===== src/rtl/hpt_pkg.sv =====
// Shared types and constants of the homogeneous point transform.
`timescale 1ns / 1ps

package hpt_pkg;

	localparam int FRAC_BITS_DEFAULT = 16;
	localparam int COMP_W            = 32;
	localparam int MAT_DIM           = 4;
	localparam int N_COEF            = MAT_DIM * MAT_DIM;
	localparam int COEF_IDX_W        = $clog2(N_COEF);

	localparam int S_TDATA_W = ((COEF_IDX_W + (MAT_DIM + 1) * COMP_W + 7) / 8) * 8;
	localparam int S_TUSER_W = 2;
	localparam int M_TDATA_W = MAT_DIM * COMP_W;
	localparam int M_TUSER_W = 1;

	localparam int QUEUE_DEPTH = 4;
	localparam int QPTR_W      = $clog2(QUEUE_DEPTH);
	localparam int QCNT_W      = $clog2(QUEUE_DEPTH + 1);

	localparam logic [COMP_W-1:0] COMP_MAX = {1'b0, {(COMP_W - 1){1'b1}}};
	localparam logic [COMP_W-1:0] COMP_MIN = {1'b1, {(COMP_W - 1){1'b0}}};

	// Input word kinds as they arrive on tuser.
	typedef enum logic [S_TUSER_W-1:0] {
		KIND_LOAD   = 2'd0,
		KIND_FULL   = 2'd1,
		KIND_AFFINE = 2'd2
	} kind_e;

	// Operations held in the queue between front and back.
	typedef enum logic [1:0] {
		OP_LOAD,
		OP_FULL,
		OP_AFFINE
	} op_e;

	typedef struct packed {
		op_e                             op;
		logic [COEF_IDX_W-1:0]           coef_index;
		logic [COMP_W-1:0]               coef_value;
		logic [MAT_DIM-1:0][COMP_W-1:0]  pt;
	} queue_word_t;

endpackage


===== src/rtl/hpt_queue.sv =====
// Small first-in first-out queue between the front and the back.
`timescale 1ns / 1ps

module hpt_queue (
	input  logic                 clk,
	input  logic                 arst_n,
	input  logic                 push_valid,
	output logic                 push_ready,
	input  hpt_pkg::queue_word_t push_word,
	output logic                 pop_valid,
	input  logic                 pop,
	output hpt_pkg::queue_word_t pop_word
);

	hpt_pkg::queue_word_t              mem_q [hpt_pkg::QUEUE_DEPTH];
	logic [hpt_pkg::QPTR_W-1:0]        wr_ptr_q;
	logic [hpt_pkg::QPTR_W-1:0]        rd_ptr_q;
	logic [hpt_pkg::QCNT_W-1:0]        cnt_q;
	logic                              do_push;
	logic                              do_pop;

	assign push_ready = (cnt_q != hpt_pkg::QCNT_W'(hpt_pkg::QUEUE_DEPTH));
	assign pop_valid  = (cnt_q != '0);
	assign pop_word   = mem_q[rd_ptr_q];
	assign do_push    = push_valid && push_ready;
	assign do_pop     = pop && pop_valid;

	// Store the pushed word.
	always_ff @(posedge clk) begin
		if (do_push) begin
			mem_q[wr_ptr_q] <= push_word;
		end
	end

	// Advance pointers and fill count.
	always_ff @(posedge clk or negedge arst_n) begin
		if (!arst_n) begin
			wr_ptr_q <= '0;
			rd_ptr_q <= '0;
			cnt_q    <= '0;
		end else begin
			if (do_push) begin
				wr_ptr_q <= wr_ptr_q + 1'b1;
			end
			if (do_pop) begin
				rd_ptr_q <= rd_ptr_q + 1'b1;
			end
			case ({do_push, do_pop})
				2'b10:   cnt_q <= cnt_q + 1'b1;
				2'b01:   cnt_q <= cnt_q - 1'b1;
				default: cnt_q <= cnt_q;
			endcase
		end
	end

endmodule


===== config.mk =====
export PLATFORM = sky130hd
export DESIGN_NAME = hpt_queue
export DESIGN_NICKNAME = d
export VERILOG_FILES = /design/src/rtl/hpt_pkg.sv /design/src/rtl/hpt_queue.sv
export SDC_FILE = /design/constraint.sdc
export NUM_CORES = 1
export LEC_CHECK = 0
export ABC_AREA = 1
export BUFFER_PORTS_ARGS = -buffer_cell sky130_fd_sc_hd__buf_2
export CORE_ASPECT_RATIO = 0.8
export CORE_MARGIN = 2
export CORE_UTILIZATION = 38
export CTS_BUF_LIST = sky130_fd_sc_hd__clkbuf_8
export DETAILED_ROUTE_END_ITERATION = 7
export GPL_ROUTABILITY_DRIVEN = 0
export HOLD_SLACK_MARGIN = 0.12
export SLEW_MARGIN = 20
export SYNTH_ARGS = -nofsm -noshare
export SYNTH_HDL_FRONTEND = slang
export SYNTH_SLANG_ARGS = --single-unit
export TNS_END_PERCENT = 30

===== constraint.sdc =====
create_clock -name clk -period 18.97 [get_ports clk]
set_clock_uncertainty 0.15 [all_clocks]
set_input_delay 0.9485 -clock clk [delete_from_list [all_inputs] [get_ports clk]]
set_output_delay 0.9485 -clock clk [all_outputs]
set_load 0.1 [all_outputs]

==> results of run 1 <==
==> sequential cells by signal (all words and copies together), names as in the netlist <==
name and flops:
mem_q 664, cnt_q 3, rd_ptr_q 2, wr_ptr_q 2
==> kinds of logic (layout without fill, tap and decap cells) <==
kind of cell	Yosys count	count (layout)	share of synthesized area [%]
simple gates	528	528	7.41
buf+inv	457	896	8.16
other cells	0	7	0
compound gates	333	333	9.29
flops	671	671	74.8
fa+ha+maj	6	6	0.307
xor+xnor	1	1	0.0326
==> placed cells by master, fill, tap and decap left out <==
cell type	Yosys	routed
fa_1	1	1
dlygate4sd3_1	0	1
buf_2	46	337
o21ai_0	1	1
o211ai_1	332	332
inv_1	345	385
buf_4	5	20
inv_16	0	1
clkinv_2	0	9
ha_1	5	5
edfxtp_1	664	664
bufinv_16	0	3
xnor2_1	1	1
nand2_1	516	516
clkbuf_8	4	109
buf_6	48	1
nand3_1	7	7
diode_2	0	7
clkinvlp_4	0	2
nand4_1	1	1
inv_6	0	1
dfrtp_1	7	6
dfrtp_4	0	1
nor2_4	0	4
clkinv_1	0	27
==> synthesized netlist by cell type, types with 4 or more instances <==
cell | number | share of area (%)
buf_2 | 46 | 0.86
buf_4 | 5 | 0.14
buf_6 | 48 | 2.0
clkbuf_1 | 7 | 0.098
clkbuf_8 | 4 | 0.20
dfrtp_1 | 7 | 0.65
edfxtp_1 | 664 | 74
ha_1 | 5 | 0.23
inv_1 | 345 | 4.8
nand2_1 | 516 | 7.2
nand3_1 | 7 | 0.13
nor2_1 | 4 | 0.056
o211ai_1 | 332 | 9.3
==> area by class of cell <==
class	instances	area (µm²)	share of cell area, %
antenna	7	17.5	0.0565
clock buffer	109	1500	4.84
clock inverter	81	402	1.30
inverter	347	1320	4.27
multi-input combinational	868	4610	14.9
sequential	671	20100	64.9
tap	934	1170	3.77
timing repair buffer	359	1860	5.99
==> through the flow <==
step                      worst slack (ns)  utilization, %  cell area, µm²  std cells
after floorplan                       9.57               -           26900       1996
after global placement               14.21            41.4           29100       3178
after detailed placement             14.14            41.4           29100       3178
after CTS                            13.32            44.1           31000       3369
after global routing                 13.28            44.1           31000       3370
final                                13.66            44.2           31000       3376
==> final timing paths <==
check / from / endpoint / slack [ns] / cells past startpoint
max in group asynchronous: arst_n / rd_ptr_q[1]$_DFFE_PN0P_ / 18.03 / 2
worst min-delay path: push_word[37] / mem_q[1][37]$_DFFE_PP_ / 0.31 / 1
worst min register to register: cnt_q[0]$_DFFE_PN0P_ / cnt_q[0]$_DFFE_PN0P_ / 0.33 / 1
worst max-delay path: rd_ptr_q[0]$_DFFE_PN0P_ / pop_word[81] / 13.66 / 6
worst max register to register: cnt_q[0]$_DFFE_PN0P_ / mem_q[1][13]$_DFFE_PP_ / 15.24 / 6
min in group asynchronous: arst_n / rd_ptr_q[0]$_DFFE_PN0P_ / 0.46 / 2
==> layer usage <==
metal | track usage (%) | vias to the layer above | wire length [µm]
li1 | - | 7731 | -
met1 | 19.0 | 7541 | 23900
met2 | 26.2 | 328 | 27700
met3 | 5.01 | 103 | 3920
met4 | 4.38 | 18 | 1190
met5 | 0 | - | 123
==> critical path, delay by kind of cell (launching register included) <==
family	cells	cell delay (ns)
buf+inv	4	2.48
flops	1	0.50
simple gates	1	0.15
compound gates	1	0.14
==> metrics.cfg, run 1 <==
[setup_path]
path_class=reg -> out
crit_path_start_kind=register
crit_chain=inv_16, buf_6, buf_4, o211ai_1, nand2_1, buf_2
end_kind=output pin
worst-path-max-fanout=260
cp.required_ns=17.87
slowest_stage=buf_4
cp.arrival_ns=4.21
max_stage_delay_ns=0.79

[clocking]
cts_tree=built
numCtsBuffers=105
cts-htree-levels=3
post_cts_resized=0
hold_buffers=1
cts.sinks=671
clockRootBuffer=clkbuf_8
clkLatencyLatePin_ns=0.69
clk_pin_slew_ns=0.06
post_cts_buffers=0
clk_path_buf_depth=3

[run]
drv_cap=0

[floorplanning]
core_area_um2=70200
fp.dieH_um=242
ios=338
start_util_pct=38.3
std_cell_rows=87
die_width_um=301
dieArea_um2=72900

[detailed_routing]
vias_per_cell=4.66
route.detailed.drc=0
drt_pass1_iterations=5
vias=15700
drt-total-wl_um=56900
drtIter0Drc=695
final_antenna_net_count=0
wire_per_inst_um=16.8

[synthesis]
syn_nets=2172
ys_ff_latch=671
synth_cell_types=19
yosys_warnings=0
synth_edf_count=664
synth-main-ff-cell=edfxtp_1
ys_seq_area_share_pct=74.8
synth.avg_cell_area_um2=13.5
synthCells=1996
synth_area_um2=26900
synth-async-reset-ratio_pct=1.04

[timing]
timing.setup.tns_ns=0
max_freq_mhz=188
post-route-period-util_pct=28.0
fin_hold_ws_ns=0.313
setup_viol=0
maxSlewViolCount=0
final-hold-violation-count=0
slew_headroom_pct=33.7
min_period_ns=5.31
rsz0062_at_grt=false
worst_pin_slew_ns=0.995

[finish]
finalNetCount=2528
fillers=6372
drive_gt1_share_pct=20.0
area_growth_syn_to_layout_pct=15.3

[global_routing]
grt_pass1_wl_um=86500
grt-ovfl-total=0
grt_usage_pct=15.5
grt_pass1_vias=15600
grt_max_degree=261
antenna_found_initial=14

[place]
hpwl_um=32500
io_buffers=337

[worst_hold_path]
hp-class=in -> reg

[run_status]
outcome=finished, final reports clean

Power of run 1 is left out: the tool's default activity adds up to more than one toggle a clock period on the data nets, which glitch-free logic cannot reach.
==> run 2, diff against run 1 <==
==> constraint.sdc (replaced) <==
create_clock -name clk -period 5.2 [get_ports clk]
set_clock_uncertainty 0.15 [all_clocks]
set_input_delay 0.26 -clock clk [delete_from_list [all_inputs] [get_ports clk]]
set_output_delay 0.26 -clock clk [all_outputs]
set_load 0.1 [all_outputs]
==> run 2 against run 1 <==
Via count increased by 8.3%. Critical path depth decreased by 1. Worst hold slack got worse by 0.12 ns. Sequential cell count unchanged. Routed wire length increased by 4.6%. Register-to-register slack got worse by 13 ns. Non-clock buffer count increased by 329. Design area increased by 12%. Setup slack got worse by 12 ns. Final cell count increased by 9.7%. Critical endpoint is now pop_word[50]. Largest cell class unchanged. Highest routed layer unchanged.
==> metrics.cfg, run 2 (synthesis gave the netlist of run 1 again) <==
[run_status]
outcome=finished, final reports clean

[timing]
final-hold-violation-count=0
min_period_ns=3.79
post-route-period-util_pct=72.8
maxSlewViolCount=0
timing.setup.tns_ns=0
max_freq_mhz=264
setup_viol=0
rsz0062_at_grt=false
setup_ws_ns=1.41
slew_headroom_pct=32.8
worst_pin_slew_ns=1.01

[floorplanning]
ios=338
start_util_pct=38.3
dieArea_um2=72900
die_width_um=301
fp.dieH_um=242
core_area_um2=70200
std_cell_rows=87

[global_routing]
antenna_found_initial=3
grt_max_degree=266
grt_pass1_vias=17100
grt_pass1_wl_um=92800
grt-ovfl-total=0
grt_usage_pct=16.3

[detailed_routing]
drtIter0Drc=833
vias=17000
drt_pass1_iterations=5
route.detailed.drc=0
wire_per_inst_um=16.1
final_antenna_net_count=0
vias_per_cell=4.60
drt-total-wl_um=59500

[finish]
layout_common_cells=edfxtp_1 (664), nand2_1 (516), inv_1 (377), buf_2 (337), o211ai_1 (332)
fillers=6020
area_growth_syn_to_layout_pct=28.6
largest_register_ffs=664
final_common_cell=edfxtp_1
multi_input_area_um2=4610
finalNetCount=2859
drive_gt1_share_pct=18.1
reg.largest.list=mem_q (664), cnt_q (3)
post-route-cell-area_um2=34600
seq_area_um2=20100
stdcell_count=3705
top_register=mem_q

[place]
place_inst=3180
hpwl_um=32300
placed_area_um2=29200
io_buffers=337
dp_slack_ns=2.22

[setup_path]
rr_endpoint=mem_q[3][157]$_DFFE_PP_
end_kind=output pin
crit_start=rd_ptr_q[0]$_DFFE_PN0P_
cp.arrival_ns=3.38
path_class=reg -> out
r2r_setup_slack_ns=2.62
worstRegToRegCells=6
cp.required_ns=4.79
r2r-start=cnt_q[0]$_DFFE_PN0P_
worst-path-max-fanout=265
crit_path_start_kind=register

[clocking]
cts_tree=built
hold_buffers=328
post_cts_buffers=0
clkLatencyLatePin_ns=0.71
clockRootBuffer=clkbuf_8
clk_pin_slew_ns=0.06
clk_path_buf_depth=3
post_cts_resized=0
cts-htree-levels=3
numCtsBuffers=107
cts.sinks=671

[run]
drv_cap=0

[worst_hold_path]
min_path_cells=2
holdPathEnd=mem_q[2][7]$_DFFE_PP_
hp-class=in -> reg
hold_start=push_word[7]

-- run 2: changes by cell type in the layout (fill, tap and decap cells not counted), moves of 2 or more --
cell | previous run | this run
buf_12 | 0 | 9
clkinv_2 | 9 | 12
bufinv_16 | 3 | 8
buf_4 | 20 | 14
clkinv_8 | 0 | 2
dlygate4sd3_1 | 1 | 328
inv_6 | 1 | 3
clkbuf_8 | 109 | 107
diode_2 | 7 | 3
inv_1 | 385 | 377
inv_8 | 0 | 2
-- run 2: through the flow --
step	hold slack [ns]	util, %
floorplan	-0.186	-
global placement	-0.0426	41.6
detailed placement	-0.0407	41.6
CTS	0.121	49.2
global route	0.160	49.2
finish	0.191	49.2
-- run 2: how the worst max path moves through the flow --
stage	endpoint	cells past startpoint	slack [ns]
final	pop_word[50]	5	1.41
after global routing	pop_word[162]	5	1.17
after CTS	pop_word[0]	5	1.38
after detailed placement	pop_word[0]	5	2.22
after global placement	pop_word[0]	5	2.23
after floorplan	mem_q[0][0]$_DFFE_PP_	4	-1.46
-- run 2: layer usage --
metal | GRT usage, % | wire length (µm) | share of wire [%]
met1 | 20.6 | 25800 | 43
met3 | 4.33 | 3650 | 6.1
met2 | 27.2 | 28700 | 48
met4 | 5.33 | 1360 | 2.3
met5 | 0 | 21 | 0.035
-- run 2: cell type report --
cell class	instances	share of cell area (%)
diodes	3	0.0217
clock buffers	107	4.26
inverters	347	3.83
multi-input cells	868	13.3
repair buffers	688	15.2
well taps	934	3.38
flip-flops and latches	671	58.2
clock inverters	87	1.79
-- run 2: critical path, cell delays in order, from the launching register on --
cell and delay, ns:
dfrtp_1 0.50, inv_16 0.58, buf_4 0.64, o211ai_1 0.20, nand2_1 0.16, buf_2 0.43
Power of run 2 is left out for the same reason.
==> run 3, diff against run 2 <==
==> constraint.sdc (replaced) <==
create_clock -name clk -period 3.2 [get_ports clk]
set_clock_uncertainty 0.15 [all_clocks]
set_input_delay 0.16 -clock clk [delete_from_list [all_inputs] [get_ports clk]]
set_output_delay 0.16 -clock clk [all_outputs]
set_load 0.1 [all_outputs]
==> run 3 against run 2 <==
Sequential share of layout area fell by 2.6 points. Sequential cell count did not move. Non-clock buffer count rose by 34. Worst hold slack improved by 0.017 ns. Global-route usage rose by 0.063 points. Largest cell class unchanged. Highest routed layer unchanged.
==> metrics.cfg, run 3 (synthesis gave the netlist of run 1 again) <==
[finish]
final_common_cell=edfxtp_1
area_growth_syn_to_layout_pct=34.5
top_register=mem_q
drive_gt1_share_pct=18.6
largest_register_ffs=664
layout_common_cells=edfxtp_1 (664), nand2_1 (515), inv_1 (380), dlygate4sd3_1 (337), o211ai_1 (332)
reg.largest.list=mem_q (664), cnt_q (3)
finalNetCount=2892

[setup_path]
crit_chain=inv_8, buf_12, o211ai_1, nand2_1, buf_2
crit_start=rd_ptr_q[1]$_DFFE_PN0P_
slowest_stage=dfrtp_4
r2r-start=wr_ptr_q[0]$_DFFE_PN0P_
max_stage_delay_ns=0.66
cp.arrival_ns=2.70
path_delay_family=buffers and inverters
end_kind=output pin
cp.required_ns=2.89
path_class=reg -> out
worst-path-max-fanout=40
path_buf_inv=3
crit_path_start_kind=register

[global_routing]
grt_pass1_vias=17400
grt_usage_pct=16.4
antenna_found_initial=9
grt_max_degree=154
grt_pass1_wl_um=93300
grt-ovfl-total=0

[detailed_routing]
vias=17300
vias_per_cell=4.63
final_antenna_net_count=0
drt_pass1_iterations=5
drt-total-wl_um=61200
wire_per_inst_um=16.4
drtIter0Drc=927
route.detailed.drc=0

[clocking]
cts.sinks=671
clockRootBuffer=clkbuf_8
cts-htree-levels=3
post_cts_buffers=0
cts_tree=built
clk_path_buf_depth=3
numCtsBuffers=105
clk_pin_slew_ns=0.06
clkLatencyLatePin_ns=0.71

[floorplanning]
start_util_pct=38.3
die_width_um=301
std_cell_rows=87
core_area_um2=70200
ios=338
fp.dieH_um=242
dieArea_um2=72900

[timing]
min_period_ns=3.01
setup_ws_ns=0.192
slew_headroom_pct=58.9
post-route-period-util_pct=94.0
maxSlewViolCount=0
worst_pin_slew_ns=0.616
max_freq_mhz=332
final-hold-violation-count=0
setup_viol=0
rsz0062_at_grt=false

[place]
dp_slack_ns=0.755
hpwl_um=34500
io_buffers=337

[worst_hold_path]
hold_start=push_valid
hp-class=in -> reg

[run]
drv_cap=0

[run_status]
outcome=finished, final reports clean

[run 3: cell types whose count changed in the layout (fill, tap and decap cells not counted), sizes merged]
| cell | before | now |
|---|---|---|
| inv | 384 | 385 |
| dlygate4sd3 | 328 | 337 |
| buf | 360 | 382 |
| clkinvlp | 1 | 3 |
| diode | 3 | 7 |
| bufinv | 8 | 2 |
| clkbuf | 107 | 108 |
[run 3: routing by layer]
metal  vias to the layer above  GRT usage, %  part of all wire [%]
li1                       8474             -                     -
met1                      8301          19.4                    41
met2                       415          28.8                    50
met3                       106          4.84                   6.6
met4                         8          4.73                   2.1
met5                         -             0                 0.085
[run 3: timing repair]
item                                   4_1_cts  5_1_grt
gates resized for setup                      1        5
endpoints found under the hold margin     1179        0
gates cloned                                 0        1
hold buffers                               337        0
setup endpoints to repair                    6       14
[run 3: cell type report]
class / count / area, µm²
repair inverters: 1 / 11.3
well taps: 934 / 1170
clock inverters: 83 / 432
multi-input cells: 868 / 4640
repair buffers: 722 / 6990
flip-flops and latches: 671 / 20100
clock buffers: 105 / 1450
fillers: 5844 / 34000
inverters: 347 / 1340
diodes: 7 / 17.5
[run 3: worst paths after layout]
check	to	slack [ns]	depth (start not counted)
max	pop_word[82]	0.19	5
min	wr_ptr_q[0]$_DFFE_PN0P_	0.21	4
max reg2reg	mem_q[0][106]$_DFFE_PP_	1.09	5
min reg2reg	cnt_q[0]$_DFFE_PN0P_	0.35	1
max in group asynchronous	rd_ptr_q[1]$_DFFE_PN0P_	2.13	3
min in group asynchronous	wr_ptr_q[0]$_DFFE_PN0P_	0.37	3
[run 3: per-stage QoR]
step	hold slack [ns]	TNS (ns)	instance area [µm²]	util (%)	std cells
floorplan	-0.286	-469.80	26900	-	1996
global placement	-0.0948	0	30900	44.0	3205
detailed placement	-0.0948	0	30900	44.0	3205
CTS	0.137	0	36100	51.4	3730
global route	0.150	0	36200	51.5	3736
finish	0.208	0	36200	51.5	3738
[run 3: worst register-to-register path: stages, from the launching register on]
cell and delay, ns:
dfrtp_1 0.41, inv_1 0.11, ha_1 0.15, inv_1 0.06
nor2_4 0.35, buf_12 0.38
Power of run 3 is left out for the same reason.
